`src/sv/hpp_pkg.sv`:
```
// hpp_pkg: shared types and constants for the hypergraph weight propagation core
// no dependencies; imported by every module of the block
package hpp_pkg;

	// field widths fixed by the interface
	localparam int OP_W     = 2;
	localparam int TYPE_W   = 6;
	localparam int ARITY_W  = 2;
	localparam int WGT_W    = 16;
	localparam int OB_W     = 11;
	localparam int PASS_W   = 8;
	localparam int STAT_W   = 2;
	localparam int REL_W    = 16;
	localparam int PROD_W   = 2 * WGT_W;
	localparam int CIDX_W   = 2;

	// packed segment word: type, left argument, right argument
	localparam int SEG_W = TYPE_W + 2 * OB_W;

	// 1.0 in UQ1.15
	localparam logic [WGT_W-1:0] ONE_Q15 = 16'h8000;

	// item operations
	typedef enum logic [OP_W-1:0] {
		OP_LOAD_TYPE = 2'd0,
		OP_LOAD_SEG  = 2'd1,
		OP_RUN       = 2'd2,
		OP_READ      = 2'd3
	} op_t;

	// result status codes
	typedef enum logic [STAT_W-1:0] {
		ST_OK        = 2'd0,
		ST_FULL      = 2'd1,
		ST_ORDER     = 2'd2,
		ST_PASS_LIM  = 2'd3
	} status_t;

	// configuration register indexes
	typedef enum logic [CIDX_W-1:0] {
		CFG_OB_COUNT   = 2'd0,
		CFG_MODE       = 2'd1,
		CFG_RELTOL     = 2'd2,
		CFG_MAX_PASSES = 2'd3
	} cfg_idx_t;

	// arity codes
	typedef enum logic [ARITY_W-1:0] {
		AR_NULL   = 2'd0,
		AR_UNARY  = 2'd1,
		AR_BINARY = 2'd2,
		AR_NONE   = 2'd3
	} arity_t;

	// sequencer states
	typedef enum logic [3:0] {
		S_CLR,
		S_IDLE,
		S_RD,
		S_OB,
		S_OBW,
		S_SEG,
		S_ARG,
		S_MUL1,
		S_MUL2,
		S_ACC,
		S_CHK,
		S_WR,
		S_PEND,
		S_DONE
	} state_t;

	// accumulate unit request
	typedef struct packed {
		logic             max_mode;
		logic [WGT_W-1:0] acc;
		logic [WGT_W-1:0] term;
	} acc_req_t;

	// accumulate unit response
	typedef struct packed {
		logic [WGT_W-1:0] acc;
		logic             improved;
	} acc_rsp_t;

endpackage

```
`src/sv/hpp_acc.sv`:
```
// hpp_acc: weight accumulate unit, saturating sum or running maximum
// depends on hpp_pkg
module hpp_acc
	import hpp_pkg::*;
(
	input  acc_req_t req,
	output acc_rsp_t rsp
);

	logic [WGT_W:0] sum;

	assign sum = {1'b0, req.acc} + {1'b0, req.term};

	// sum saturates at 1.0, max keeps the larger term
	always_comb begin
		if (req.max_mode) begin
			rsp.improved = req.term > req.acc;
			rsp.acc      = rsp.improved ? req.term : req.acc;
		end else begin
			rsp.improved = 1'b0;
			rsp.acc      = (sum > {1'b0, ONE_Q15}) ? ONE_Q15 : sum[WGT_W-1:0];
		end
	end

endmodule

```
`config.mk`:
```
export PLATFORM = sky130hd
export DESIGN_NAME = hpp_acc
export DESIGN_NICKNAME = d
export VERILOG_FILES = /design/src/sv/hpp_pkg.sv /design/src/sv/hpp_acc.sv
export SDC_FILE = /design/constraint.sdc
export NUM_CORES = 1
export LEC_CHECK = 0
export BUFFER_PORTS_ARGS = -buffer_cell sky130_fd_sc_hd__buf_4
export CORE_ASPECT_RATIO = 1.25
export CORE_MARGIN = 2
export CORE_UTILIZATION = 25
export DETAILED_ROUTE_END_ITERATION = 10
export SLEW_MARGIN = 20
export SYNTH_ARGS = -nofsm -noshare
export SYNTH_HDL_FRONTEND = slang
export SYNTH_SLANG_ARGS = --single-unit
export TNS_END_PERCENT = 20
```
`constraint.sdc`:
```
create_clock -name vclk -period 3.6
set_input_delay 0.72 -clock vclk [all_inputs]
set_output_delay 0.72 -clock vclk [all_outputs]
set_load 0.02 [all_outputs]
```
# Word level (Yosys, flattened, before mapping)
# Index checks and enable logic that the tools add are counted.
word_totals:
  out_inout_bits: 17
  ff_bits: 0
classes:
  magnitude_cmp: 2
  add_sub_neg: 1
  muxes: 3
ops:
  columns: ["op", "n"]
  rows:
  - ["2-to-1 mux 16 bit", 2]
  - ["adder 16 x 16 -> 17 bit", 1]
  - ["greater-than comparator 17 x 16 -> 1 bit (second input constant)", 1]
  - ["2-to-1 mux 17 bit", 1]
  - ["greater-than comparator 16 bit", 1]

# Depth between registers and ports, before layout
depth:
  word_depth: 4
  ltp_mapped: 12
  ltp_nobuf: 9

# Worst setup path after synthesis
# OpenSTA, ideal clock, no wires.
synth_timing:
  kind: "input to output"
  from: "input req[0] (netlist name)"
  to: "output rsp[10] (netlist name)"
  path_slack_ns: -0.067
  required_time_ns: 2.880
  arrival_time_ns: 2.947
  path_stages: 10
  cell_sequence: "ha_1 -> fa_1 -> nor2b_1 -> o311a_1 -> o21ai_2 -> o31a_1 -> o2111ai_1 -> mux2_4 -> buf_6 -> o22ai_2"
synth_rtl:
  columns: ["element", "line_no", "source"]
  rows:
  - ["start, declared", "hpp_acc.sv:6", "input acc_req_t req,"]
  - ["end, declared", "hpp_acc.sv:7", "output acc_rsp_t rsp"]

==> metrics.cfg <==
[outcome]
outcome = finished with violations
violations = setup timing

[finish]
nFillCells = 600
fin_area_sq_um = 2400
multi_input_area_sq_um = 1520
drive_gt1_share_pct = 40.4
diodes = 0
seq_cells = 0
regArea_sq_um = 0
nets = 340
nClkBuffers = 0
areaGrowthSynthToFinish_pct = 59.1

[flow_run]
drv_cap = 0

[grt]
grt_max_degree = 13
grt_antenna_before_repair = 0
grt_pass1_wl_um = 7240
globalRoute.totalOverflow = 0
grt_usage_pct = 13.1
grt_pass1_vias = 1643

[synth]
synthAdderAreaFrac_pct = 27.9
synth_top_area_share_pct = 26.6
syn_area_sq_um = 1510
synth-compound-area-share_pct = 30.5
synth_top_family_by_area = compound AO/OA/AOI/OAI gates
synthMuxAreaShare_pct = 11.6
synth_common_cells = 32 x ha_1, 30 x inv_1, 17 x nor2_1, 16 x mux2i_1, 13 x a21oi_1
seq_area_frac_synth_pct = 0
post-synth-top-count-cell = ha_1
synth_top_area_cell = ha_1
yosys-top-cells-area = ha_1 27%, mux2i_1 11%, o22ai_2 9.1%
yosysWarnings = 0
synth_cell_types = 39
synth_nets = 260
synthSimpleGateAreaFrac_pct = 12.5
syn_inst = 194
synth_xor_area_share_pct = 7.56
syn_avg_cell_area_sq_um = 7.77

[setup_path]
cp.required_ps = 2880
endpoint_kind = primary output
arrival_ps = 2950
path_max_fanout = 8
cp-start-kind = input pin
worstSetupPathType = input pin to primary output

[die]
start_util_pct = 25.9
rows = 31
io_pins = 50
dieArea_sq_um = 6670
die_y_um = 90.8
die-width_um = 73.4
core-area_sq_um = 5820

[sta]
max-slew-margin-rel_pct = 67.6
finalHoldWorstSlack_ps = 1760
tns_ps = -815
report.final.setup_viol = 16
rsz0062_at_grt = true
post-route-period-util_pct = 102
tightest_slew_ps = 481
max_freq_mhz = 273
finalWorstPathRequiredPeriod_ps = 3670
hold_viol_final = 0
maxSlewViolCount = 0
setup_slack_ps = -69.4

[placed_design]
gp_congestion = 0.828
dpl_cell_area_sq_um = 2240
hpwlAfterDp_um = 3630
preCtsSetupSlack_ps = -347
io_buffer_count = 50

[drt]
wl_met1_um = 1790
drt-initial-drc-count = 64
drt_first_pass_iters = 4
ant_nets = 0
via_per_inst = 4.89
wl_per_cell_um = 13.1
wirelength_um = 4440
dr.max_layer_used = met4
met3_length_um = 242
route.detailed.drc = 0
met2_length_um = 2400
vias = 1654

[power_and_ir_drop]
p_total_mw = 0.463
ir_drop_uv = 87.1
powerDensity_nw_per_um2 = 193
p_leak_nw = 1.18

[hold_path]
hp-class = input pin to primary output

[cts]
cts_hold_buf = 0

==> logic make-up (layout without fill, tap and decap cells) <==
group / after synthesis / count (layout)
multiplexers: 17 / 18
AND/OR/NAND/NOR: 39 / 39
AO/OA/AOI/OAI: 56 / 56
buffers and inverters: 36 / 113
XOR/XNOR: 13 / 13
adder cells (fa/ha/maj): 33 / 33
==> critical path, cell delays in order <==
cell	delay [ps]
buf_8	100
ha_4	150
fa_2	350
nor2b_4	140
o311a_1	310
o21ai_2	140
o31a_1	170
o2111ai_2	120
mux2_4	410
o22ai_4	190
buf_6	140
==> metal layers <==
metal	GRT usage, %	vias to the layer above
li1	-	852
met5	0	-
met3	1.00	2
met1	15.4	763
met2	26.1	37
met4	0.455	0
==> where the power goes <==
part	switching (mW)	internal, mW	total (mW)
registers	0	0	0
logic	0.235	0.227	0.463
clock network	0	0	0
total	0.235	0.227	0.463
==> what timing repair did <==
item,CTS,global route
buffers inserted,1,0
gates resized for setup,27,3
pin swaps,5,0
cloned,1,0
setup endpoints to repair,16,16
==> layout make-up <==
cell class | count | area share (%)
multi-input cells | 159 | 63.3
repair buffers | 82 | 28.4
inverters | 31 | 4.86
well taps | 66 | 3.45
==> layout by cell type (no fill, tap or decap), types with 4 or more instances in the layout <==
master,n
nand4_1,4
nor2_1,17
nand2b_1,4
ha_1,31
nand3_1,4
mux2i_1,15
buf_6,15
xnor2_1,10
o22ai_4,10
o31ai_1,5
buf_4,66
a21oi_1,13
inv_1,30
o21bai_1,4
o22ai_2,5
==> per-stage QoR <==
stage	cells	utilization (%)
3_3_place_gp	336	38.6
2_1_floorplan	194	-
3_5_place_dp	336	38.6
4_1_cts	338	40.9
6_report	338	41.2
5_1_grt	338	41.2
==> path summary, 6_finish.rpt <==
kind,start,to,slack [ps],cells after the start
worst max-delay path,req[0],rsp[12],-70,11
worst min-delay path,req[32],rsp[16],1760,3
Power figures use the tool's default switching activity.
