## src/sv/hpp_pkg.sv

```systemverilog
// hpp_pkg: shared types and constants for the hypergraph weight propagation core
// no dependencies; imported by every module of the block
package hpp_pkg;

	// field widths fixed by the interface
	localparam int OP_W     = 2;
	localparam int TYPE_W   = 6;
	localparam int ARITY_W  = 2;
	localparam int WGT_W    = 16;
	localparam int OB_W     = 11;
	localparam int PASS_W   = 8;
	localparam int STAT_W   = 2;
	localparam int REL_W    = 16;
	localparam int PROD_W   = 2 * WGT_W;
	localparam int CIDX_W   = 2;

	// packed segment word: type, left argument, right argument
	localparam int SEG_W = TYPE_W + 2 * OB_W;

	// 1.0 in UQ1.15
	localparam logic [WGT_W-1:0] ONE_Q15 = 16'h8000;

	// item operations
	typedef enum logic [OP_W-1:0] {
		OP_LOAD_TYPE = 2'd0,
		OP_LOAD_SEG  = 2'd1,
		OP_RUN       = 2'd2,
		OP_READ      = 2'd3
	} op_t;

	// result status codes
	typedef enum logic [STAT_W-1:0] {
		ST_OK        = 2'd0,
		ST_FULL      = 2'd1,
		ST_ORDER     = 2'd2,
		ST_PASS_LIM  = 2'd3
	} status_t;

	// configuration register indexes
	typedef enum logic [CIDX_W-1:0] {
		CFG_OB_COUNT   = 2'd0,
		CFG_MODE       = 2'd1,
		CFG_RELTOL     = 2'd2,
		CFG_MAX_PASSES = 2'd3
	} cfg_idx_t;

	// arity codes
	typedef enum logic [ARITY_W-1:0] {
		AR_NULL   = 2'd0,
		AR_UNARY  = 2'd1,
		AR_BINARY = 2'd2,
		AR_NONE   = 2'd3
	} arity_t;

	// sequencer states
	typedef enum logic [3:0] {
		S_CLR,
		S_IDLE,
		S_RD,
		S_OB,
		S_OBW,
		S_SEG,
		S_ARG,
		S_MUL1,
		S_MUL2,
		S_ACC,
		S_CHK,
		S_WR,
		S_PEND,
		S_DONE
	} state_t;

	// accumulate unit request
	typedef struct packed {
		logic             max_mode;
		logic [WGT_W-1:0] acc;
		logic [WGT_W-1:0] term;
	} acc_req_t;

	// accumulate unit response
	typedef struct packed {
		logic [WGT_W-1:0] acc;
		logic             improved;
	} acc_rsp_t;

endpackage

```

## src/sv/hpp_mul.sv

```systemverilog
// hpp_mul: shared 16x16 unsigned multiplier with registered product
// depends on hpp_pkg
module hpp_mul
	import hpp_pkg::*;
(
	input  logic              clk,
	input  logic [WGT_W-1:0]  op_a,
	input  logic [WGT_W-1:0]  op_b,
	output logic [PROD_W-1:0] prod_s1
);

	// one product per cycle, registered so the result appears in the next cycle
	always_ff @(posedge clk) begin
		prod_s1 <= PROD_W'(op_a) * PROD_W'(op_b);
	end

endmodule

```

## config.mk

```make
export PLATFORM = sky130hd
export DESIGN_NAME = hpp_mul
export DESIGN_NICKNAME = d
export VERILOG_FILES = /design/src/sv/hpp_pkg.sv /design/src/sv/hpp_mul.sv
export SDC_FILE = /design/constraint.sdc
export NUM_CORES = 1
export LEC_CHECK = 0
export BUFFER_PORTS_ARGS = -buffer_cell sky130_fd_sc_hd__buf_2
export CAP_MARGIN = 20
export CORE_ASPECT_RATIO = 1.25
export CORE_UTILIZATION = 46
export DETAILED_ROUTE_END_ITERATION = 16
export GPL_ROUTABILITY_DRIVEN = 0
export GPL_TIMING_DRIVEN = 0
export PLACE_DENSITY = 0.64
export SLEW_MARGIN = 20
export SYNTH_ARGS = -nofsm -noshare
export SYNTH_HDL_FRONTEND = slang
export SYNTH_SLANG_ARGS = --single-unit
```

## constraint.sdc

```tcl
create_clock -name clk -period 7.05 [get_ports clk]
set_input_delay 1.0575 -clock clk [delete_from_list [all_inputs] [get_ports clk]]
set_output_delay 1.0575 -clock clk [all_outputs]
set_load 0.05 [all_outputs]
```

# [Yosys cells after proc, flatten, opt, wreduce, memory -nomap -nowiden]
# Cells that the tools add are included.
[totals] register_bits=32 input_bits=33 out_inout_bits=32 word_cells=2
[op_classes] n_mul=1
[op_table] cell="$mul A16 B16 Y32" n=1

# [Depth between registers and ports, before layout]
# Gate-level depths: netlist (run 1).
[depth] depth_word=1 mapped_depth=21 mapped_depth_nobuf=19

# [Worst setup path before layout (run 1)]
# Ideal clock, no wire load.
[synth_timing] kind="in2reg" start="in op_a[14]" end="reg prod_s1[27]" setup_ns=0.125 arrival_time_ns=5.975 t_required_ns=6.925 slack_ns=0.950 cell_stages=20 path_buffers=2 path_cell_list="clkbuf_1 and2_1 fa_1 inv_1 fa_1 inv_1 fa_1 fa_1 fa_1 inv_1 fa_1 inv_1 ha_1 buf_6 a21o_1 o21bai_1 a221o_1 a31oi_4 a31oi_1 xor2_1"
[synth_via] elab_chain_cells=1
[synth_lines] item="from (decl)" line_no="hpp_mul.sv:7" source="input logic [WGT_W-1:0] op_a,"
[synth_lines] item="$mul A16 B16 Y32" line_no="hpp_mul.sv:14" source="prod_s1 <= PROD_W'(op_a) * PROD_W'(op_b);"
[synth_lines] item="to (signal assigned)" line_no="hpp_mul.sv:14"
[synth_lines] item="to (decl)" line_no="hpp_mul.sv:9" source="output logic [PROD_W-1:0] prod_s1"
# No other way between the ends.

# [Worst setup path after layout (run 1)]
[layout_timing] start="in op_b[2]" end="reg prod_s1[28]"
[layout_via] elab_chain_cells=1
[layout_lines] item="from (decl)" line_no="hpp_mul.sv:8" source="input logic [WGT_W-1:0] op_b,"
[layout_lines] item="$mul A16 B16 Y32" line_no="hpp_mul.sv:14"
# No other way between the ends.

==> results of run 1 <==
[path summary, 6_finish.rpt]
check	start	to	cells past startpoint	slack (ns)
worst min-delay path	op_b[0]	prod_s1[0]	2	1.06
worst max-delay path	op_b[2]	prod_s1[28]	20	0.36
[synthesized netlist by cell type (3+ instances only)]
cell type  count
inv_1        224
fa_1         194
nand2_1      151
and2_1       126
ha_1         104
clkbuf_1      34
dfxtp_1       32
a21oi_1       21
xnor2_1       19
nor2_1        15
a21o_1        10
nand3_1        9
nand4_1        9
o21ai_1        9
nor3_1         8
o21ai_0        8
xor2_1         8
a31oi_1        6
nor2b_1        4
o21bai_1       4
a211oi_1       3
buf_2          3
buf_6          3
nand2b_1       3
[kinds of logic (layout without fill, tap and decap cells)]
kind of cell / after synthesis / after routing / synth area share
adder cells (fa/ha/maj): 298 / 298 / 0.557
XOR/XNOR: 27 / 27 / 0.0254
flip-flops: 32 / 32 / 0.0689
buffers and inverters: 265 / 336 / 0.110
AO/OA/AOI/OAI: 84 / 84 / 0.0616
AND/OR/NAND/NOR: 330 / 330 / 0.176
[metal layers]
layer | GRT usage | vias to the layer above | part of all wire
li1 | - | 3260 | -
met1 | 0.286 | 3585 | 0.38
met2 | 0.427 | 212 | 0.52
met3 | 0.0388 | 53 | 0.057
met4 | 0.0995 | 2 | 0.043
met5 | 0 | - | 0.00077
[final cells by class]
type	count	share of cell area
flip-flops and latches	32	0.0634
plain buffers	40	0.0181
clock inverters	3	0.00186
repair buffers	64	0.0317
multi-input cells	739	0.757
well taps	265	0.0328
clock buffers	5	0.0124
inverters	224	0.0832
[critical path: stages]
cell and delay (ns):
buf_2 0.19, clkbuf_1 0.48, nand2_1 0.15, fa_1 0.51
fa_1 0.52, fa_1 0.52, inv_1 0.07, fa_1 0.49
fa_1 0.49, inv_1 0.04, fa_1 0.52, inv_1 0.05
ha_1 0.26, clkbuf_1 0.31, nand3_1 0.16, a21oi_1 0.17
nor3_2 0.08, o221ai_1 0.44, a22oi_1 0.19, xnor2_1 0.16
[metrics by stage]
step	hold slack, ns	instances	instance area (um^2)	util
final	1.06	1372	10100	0.515
after global routing	1.09	1372	10100	0.515
after CTS	1.06	1373	10100	0.515
after detailed placement	1.36	1365	9950	0.507
after global placement	1.35	1365	9950	0.507
after floorplan	1.18	1036	9300	-
[what timing repair did]
| action | CTS | global route |
|---|---|---|
| endpoints found under the setup margin | 0 | 3 |
| gates resized for setup | 0 | 5 |
| hold buffers | 0 | 0 |
==> metrics.txt, run 1 <==
largest net degree at the start of global routing=12; Reg with most FFs=prod_s1; max reg flops=32; worst slew pin tran=~0.73 ns; Die H=roughly 160 um; syn avg cell area=roughly 9.0 um^2; final-report hold violation count=0; fmax=149 MHz; wire per inst=roughly 17 um; antenna violations before repair=1; type of origin of the critical path=input pin; die area=about 0.021 mm^2; via count=just over 7000; P&R area growth vs syn=8.61%; Detailed Place HPWL=roughly 20000 um; # setup viols final=0; Port Buffers=64; die width=between 100 and 150 um; first-pass GRT wire length=between 30000 and 40000 um; total grt overflow=0; initial DRC count=~330; CP Class=in -> reg; Final Max Tran Viols=0; total of max-cap violations=0; Worst-path clk slew=~0.050 ns; setup_tns=0 ns; Storage cell area=641 um^2; total global-route track usage=0.241; antenna viol nets, final=0; final setup margin=around 0.36 ns; Slew Limit Headroom=0.511; min Tclk post-route=6.69 ns; antenna diode count=0; EDFF count, synth=0; most common cell after layout, fill and taps aside=inv_1; Final #Nets=1437; vias per inst=around 5.2; Initial Utilization=0.474; Worst Hold Class=in -> reg; Sink Count=32; Place WS=slightly above 0.008 ns; sequential fraction of the synthesis area=0.0689; FILL cells=~1900; period utilization=0.949; Mapped Nets=about 1400; share of post-route cells with drive strength above 1=0.0831; final WL=about 23000 um; Synth top area share=0.418; crit-path max FO=10; Synth area leaders=fa_1 (42%), ha_1 (14%), inv_1 (9.0%); post-synth top area cell=fa_1; CTS tree=built; Req. time, crit path=between 7 and 8 ns; CP arrival=between 6 and 7 ns; type of destination of the critical path=flop; Site Rows=between 50 and 60; post-synthesis cell type count=47; Ys Warns=0; unrepaired setup endpoints after global routing=false; status=complete, no violations; post-synthesis instance total=~1000; Synth Flop Type=dfxtp_1; mapped cell area=roughly 0.0093 mm^2; clk root buf=clkbuf_16; synthesis-stage register bit count=32; H-tree depth=2; biggest regs=prod_s1 (32); CTS max path bufs=2; Residual DRC=0; I/O pin count=65; Core ar.=slightly below 0.02 mm^2; vias in the first global route=between 7000 and 8000; multi-input logic area=around 0.0076 mm^2; DR pass1 iterations=5; commonest cells after routing, fill and taps aside=inv_1 (224), fa_1 (194), nand2_1 (151); Post-CTS Setup Repair Bufs=0; Post-synth ARST share=0; Num CTS Buffers=5
Power of run 1 is left out: the tool's default activity adds up to more than one toggle a clock period on the data nets, which glitch-free logic cannot reach.
==> inputs of run 2 (changes only) <==
Settings changed: CORE_MARGIN from default to 2.
==> run 2 against run 1 <==
  * First-iteration DRC count rose by 1.5%
  * Non-clock buffer count fell by 1
  * Hold slack improved by 0.020 ns
  * Sequential share of layout area barely moved
  * Critical endpoint is now prod_s1[30]
==> metrics.txt, run 2 (same netlist as run 1, synthesis figures left out) <==
vias per inst=5.15 (was 5.18); Initial Utilization=0.466 (was 0.474); H-tree depth=2 (unchanged); status=complete, no violations (unchanged); most common cell after layout, fill and taps aside=inv_1 (unchanged); FILL cells=1918 (was 1896); clk root buf=clkbuf_16 (unchanged); largest net degree at the start of global routing=12 (unchanged); final-report hold violation count=0 (unchanged); die area=0.0214 mm^2 (was 0.0208 mm^2); hold depth=2 (unchanged); Die H=163 um (was 161 um); via count=7081 (was 7112); crit-path max FO=10 (unchanged); I/O pin count=65 (unchanged); first-pass GRT wire length=38400 um (was 37600 um); antenna viol nets, final=0 (unchanged); critical path, cell by cell=buf_2 -> clkbuf_1 -> nand2_1 -> fa_1 -> fa_1 -> fa_1 -> fa_1 -> inv_1 -> fa_1 -> inv_1 -> fa_1 -> inv_1 -> ha_1 -> nand3_1 -> nor2_1 -> o2111ai_1 -> a31oi_1 -> nor3_1 -> a211oi_1 (was buf_2 -> clkbuf_1 -> nand2_1 -> fa_1 -> fa_1 -> fa_1 -> inv_1 -> fa_1 -> fa_1 -> inv_1 -> fa_1 -> inv_1 -> ha_1 -> clkbuf_1 -> nand3_1 -> a21oi_1 -> nor3_2 -> o221ai_1 -> a22oi_1 -> xnor2_1); final WL=23700 um (was 23400 um); die width=131 um (was 129 um); share of post-route cells with drive strength above 1=0.0814 (was 0.0831); total global-route track usage=0.233 (was 0.241); type of destination of the critical path=flop (unchanged); fmax=150 MHz (was 149 MHz); antenna diode count=0 (unchanged); total of max-cap violations=0 (unchanged); Slew Limit Headroom=0.546 (was 0.511); CP Class=in -> reg (unchanged); Worst Hold Class=in -> reg (unchanged); CTS tree=built (unchanged); Port Buffers=64 (unchanged); Detailed Place HPWL=20300 um (was 19800 um); Req. time, crit path=7.25 ns (was 7.22 ns); Site Rows=58 (was 57); antenna violations before repair=0 (was 1); # setup viols final=0 (unchanged); crit-path max cell delay=0.57 ns (was 0.52 ns); Post-CTS Setup Repair Bufs=0 (unchanged); Final Max Tran Viols=0 (unchanged); wire per inst=17.2 um (was 17.1 um); initial DRC count=331 (was 326); CP delay by family, top=adder cells (unchanged); CP arrival=6.88 ns (was 6.86 ns); setup_tns=0 ns (unchanged); Reg with most FFs=prod_s1 (unchanged); type of origin of the critical path=input pin (unchanged); biggest regs=prod_s1 (32) (unchanged); Slowest-stage cell, CP=fa_1 (unchanged); Num CTS Buffers=5 (unchanged); total grt overflow=0 (unchanged); min Tclk post-route=6.68 ns (was 6.69 ns); period utilization=0.947 (was 0.949); CTS max path bufs=2 (unchanged); Sink Count=32 (unchanged); most used cell, CP=fa_1 (unchanged); worst slew pin tran=0.682 ns (was 0.733 ns); Worst Path Buf+Inv=5 (was 6); vias in the first global route=7469 (was 7356); max reg flops=32 (unchanged); Residual DRC=0 (unchanged); unrepaired setup endpoints after global routing=false (unchanged); CP Depth=19 (was 20); DR pass1 iterations=7 (was 5); commonest cells after routing, fill and taps aside=inv_1 (224), fa_1 (194), nand2_1 (151) (unchanged); Core ar.=0.0200 mm^2 (was 0.0196 mm^2); P&R area growth vs syn=8.81% (was 8.61%); Worst-path clk slew=0.06 ns (was 0.05 ns); Final #Nets=1436 (was 1437)
run 2: cell types whose count changed in the layout (fill, tap and decap cells not counted):
cell        previous run  this run
a31oi_2                1         0
bufinv_16              0         1
clkinv_2               2         1
clkbuf_2               2         1
a31oi_1                5         6
clkinv_4               1         0
clkinvlp_4             0         1
run 2: worst paths after layout:
check,from,endpoint,slack (ns)
worst max-delay path,op_b[1],prod_s1[30],0.37
worst min-delay path,op_b[0],prod_s1[0],1.08
run 2: per-stage QoR:
| step | hold WS, ns | util | std cells | setup WS, ns | cell area, um^2 |
|---|---|---|---|---|---|
| finish | 1.08 | 0.507 | 1376 | 0.371 | 10100 |
| global route | 1.10 | 0.507 | 1376 | 0.0332 | 10100 |
| CTS | 1.08 | 0.507 | 1378 | 0.292 | 10100 |
| detailed placement | 1.37 | 0.499 | 1370 | 0.00138 | 9960 |
| global placement | 1.35 | 0.499 | 1370 | 0.0465 | 9960 |
| floorplan | 1.18 | - | 1036 | 0.950 | 9300 |
run 2: routing by layer:
| layer | vias up | GRT usage | share of wire |
|---|---|---|---|
| met3 | 58 | 0.0286 | 0.040 |
| met4 | 0 | 0.102 | 0.050 |
| met5 | - | 0 | 0 |
| met1 | 3563 | 0.276 | 0.38 |
| li1 | 3261 | - | - |
| met2 | 199 | 0.425 | 0.53 |
run 2: final cells by class:
class / instances / area (um^2) / area share
flip-flops and latches: 32 / 641 / 0.0633
clock inverters: 3 / 42.5 / 0.00420
plain buffers: 39 / 178 / 0.0176
clock buffers: 5 / 125 / 0.0124
well taps: 270 / 338 / 0.0334
repair buffers: 64 / 320 / 0.0316
inverters: 224 / 841 / 0.0831
multi-input cells: 739 / 7640 / 0.754
run 2: what timing repair did:
action                     4_1_cts  5_1_grt
setup endpoints to repair        0        2
resized for setup                0        2
hold buffers                     0        0
Power of run 2 is left out for the same reason.
==> inputs of run 3 (changes only) <==
Settings changed: CORE_ASPECT_RATIO 1.25 to 1.1.
==> run 3 against run 2 <==
  * Die area barely moved
  * Worst setup slack got worse by 0.12 ns
  * Utilization barely moved
  * Via count rose by 1.3%
  * First-iteration DRC count fell by 11%
  * Maximum frequency fell by 1.8%
  * Routed wire length fell by 1.3%
  * Non-clock buffer count fell by 1
  * Cell count fell by 1.4%
==> metrics.txt, run 3 (same netlist as run 1, synthesis figures left out) <==
final-report hold violation count=0 (unchanged); critical path, cell by cell=buf_2 -> clkbuf_1 -> and2_1 -> fa_1 -> inv_1 -> fa_1 -> fa_1 -> fa_1 -> inv_1 -> fa_1 -> inv_1 -> fa_1 -> inv_1 -> ha_1 -> nand3_1 -> nor2_1 -> o2111ai_1 -> a31oi_1 -> nor3_1 -> a211oi_1 (was buf_2 -> clkbuf_1 -> nand2_1 -> fa_1 -> fa_1 -> fa_1 -> fa_1 -> inv_1 -> fa_1 -> inv_1 -> fa_1 -> inv_1 -> ha_1 -> nand3_1 -> nor2_1 -> o2111ai_1 -> a31oi_1 -> nor3_1 -> a211oi_1); max reg flops=32 (unchanged); wire per inst=17.2 um (about the same); final core occ=0.507 (about the same); Reg with most FFs=prod_s1 (unchanged); period utilization=0.965 (was 0.947); largest net degree at the start of global routing=12 (unchanged); P&R area growth vs syn=8.27% (was 8.81%); CTS max path bufs=2 (unchanged); Port Buffers=64 (unchanged); final setup margin=0.246 ns (was 0.371 ns); biggest regs=prod_s1 (32) (unchanged); Cell Area, Placed=0.00994 mm^2 (was 0.00996 mm^2); first-pass GRT wire length=37500 um (was 38400 um); Worst Setup SP=op_a[5] (was op_b[1]); Slew Limit Headroom=0.500 (was 0.546); Worst-path clk slew=0.06 ns (about the same); Die H=153 um (was 163 um); placed instance count=1352 (was 1370); clk root buf=clkbuf_16 (unchanged); Req. time, crit path=7.24 ns (was 7.25 ns); I/O pin count=65 (unchanged); CTS tree=built (unchanged); CP delay by family, top=adder cells (unchanged); crit-path max FO=10 (unchanged); vias in the first global route=7178 (was 7469); antenna violations before repair=0 (unchanged); die width=140 um (was 131 um); Num CTS Buffers=5 (unchanged); Core ar.=0.0199 mm^2 (was 0.0200 mm^2); Layout Cells excl Fill=1357 (was 1376); Post-CTS Setup Repair Bufs=0 (unchanged); total of max-cap violations=0 (unchanged); status=complete, no violations (unchanged); CP Class=in -> reg (unchanged); antenna diode count=0 (unchanged); Detailed Place HPWL=19700 um (was 20300 um); Worst Hold Class=in -> reg (unchanged); H-tree depth=2 (unchanged); Place WS=-0.0463 ns (was 0.00138 ns); fmax=147 MHz (was 150 MHz); Hold Path Origin=op_b[0] (unchanged); type of destination of the critical path=flop (unchanged); final WL=23400 um (was 23700 um); die area=0.0214 mm^2 (about the same); CTS Hold Bufs=0 (unchanged); commonest cells after routing, fill and taps aside=inv_1 (224), fa_1 (194), nand2_1 (151) (unchanged); # setup viols final=0 (unchanged); CP arrival=7.00 ns (was 6.88 ns); type of origin of the critical path=input pin (unchanged); Slowest-stage cell, CP=a31oi_1 (was fa_1); total global-route track usage=0.224 (was 0.233); most common cell after layout, fill and taps aside=inv_1 (unchanged); Worst Path Buf+Inv=6 (was 5); unrepaired setup endpoints after global routing=false (unchanged); total grt overflow=0 (unchanged); Final #Nets=1435 (was 1436); worst slew pin tran=0.750 ns (was 0.682 ns); antenna viol nets, final=0 (unchanged); share of post-route cells with drive strength above 1=0.0814 (about the same); Initial Utilization=0.468 (was 0.466); DR pass1 iterations=4 (was 7); Site Rows=54 (was 58); vias per inst=5.28 (was 5.15); Sink Count=32 (unchanged); via count=7171 (was 7081); Finished Cell Area=0.0101 mm^2 (about the same); crit-path max cell delay=0.56 ns (was 0.57 ns); Gates resized, CTS repair=0 (unchanged); Residual DRC=0 (unchanged); initial DRC count=293 (was 331); min Tclk post-route=6.80 ns (was 6.68 ns); most used cell, CP=fa_1 (unchanged); Final Max Tran Viols=0 (unchanged)
-- run 3: cell count changes in the layout (fill, tap and decap cells not counted) --
| cell | delta |
|---|---|
| clkinvlp_4 | -1 |
| clkbuf_1 | -1 |
| bufinv_16 | -1 |
| clkinv_2 | +1 |
| clkinv_4 | +1 |
-- run 3: metrics by stage --
step	hold slack (ns)	setup TNS, ns
6_report	1.06	0
5_1_grt	1.09	0
4_1_cts	1.05	0
3_5_place_dp	1.35	-0.0683
3_3_place_gp	1.35	-0.0409
2_1_floorplan	1.18	0
-- run 3: path summary, 6_finish.rpt --
path | slack, ns | endpoint | cells past startpoint
max | 0.25 | prod_s1[30] | 20
min | 1.06 | prod_s1[0] | 2
-- run 3: layout make-up --
cell class,count,area [um^2]
inverter,224,841
timing repair buffer,64,320
fill,1943,9790
tap,252,315
multi-input combinational,739,7640
buffer,38,174
clock inverter,3,18.8
clock buffer,5,125
sequential,32,641
-- run 3: metal layers --
| metal | vias up | share of wire | global-route usage |
|---|---|---|---|
| met2 | 235 | 0.51 | 0.385 |
| met5 | - | 0 | 0 |
| met4 | 0 | 0.032 | 0.0700 |
| met3 | 42 | 0.058 | 0.0332 |
| li1 | 3261 | - | - |
| met1 | 3633 | 0.40 | 0.294 |
Power of run 3 is left out for the same reason.
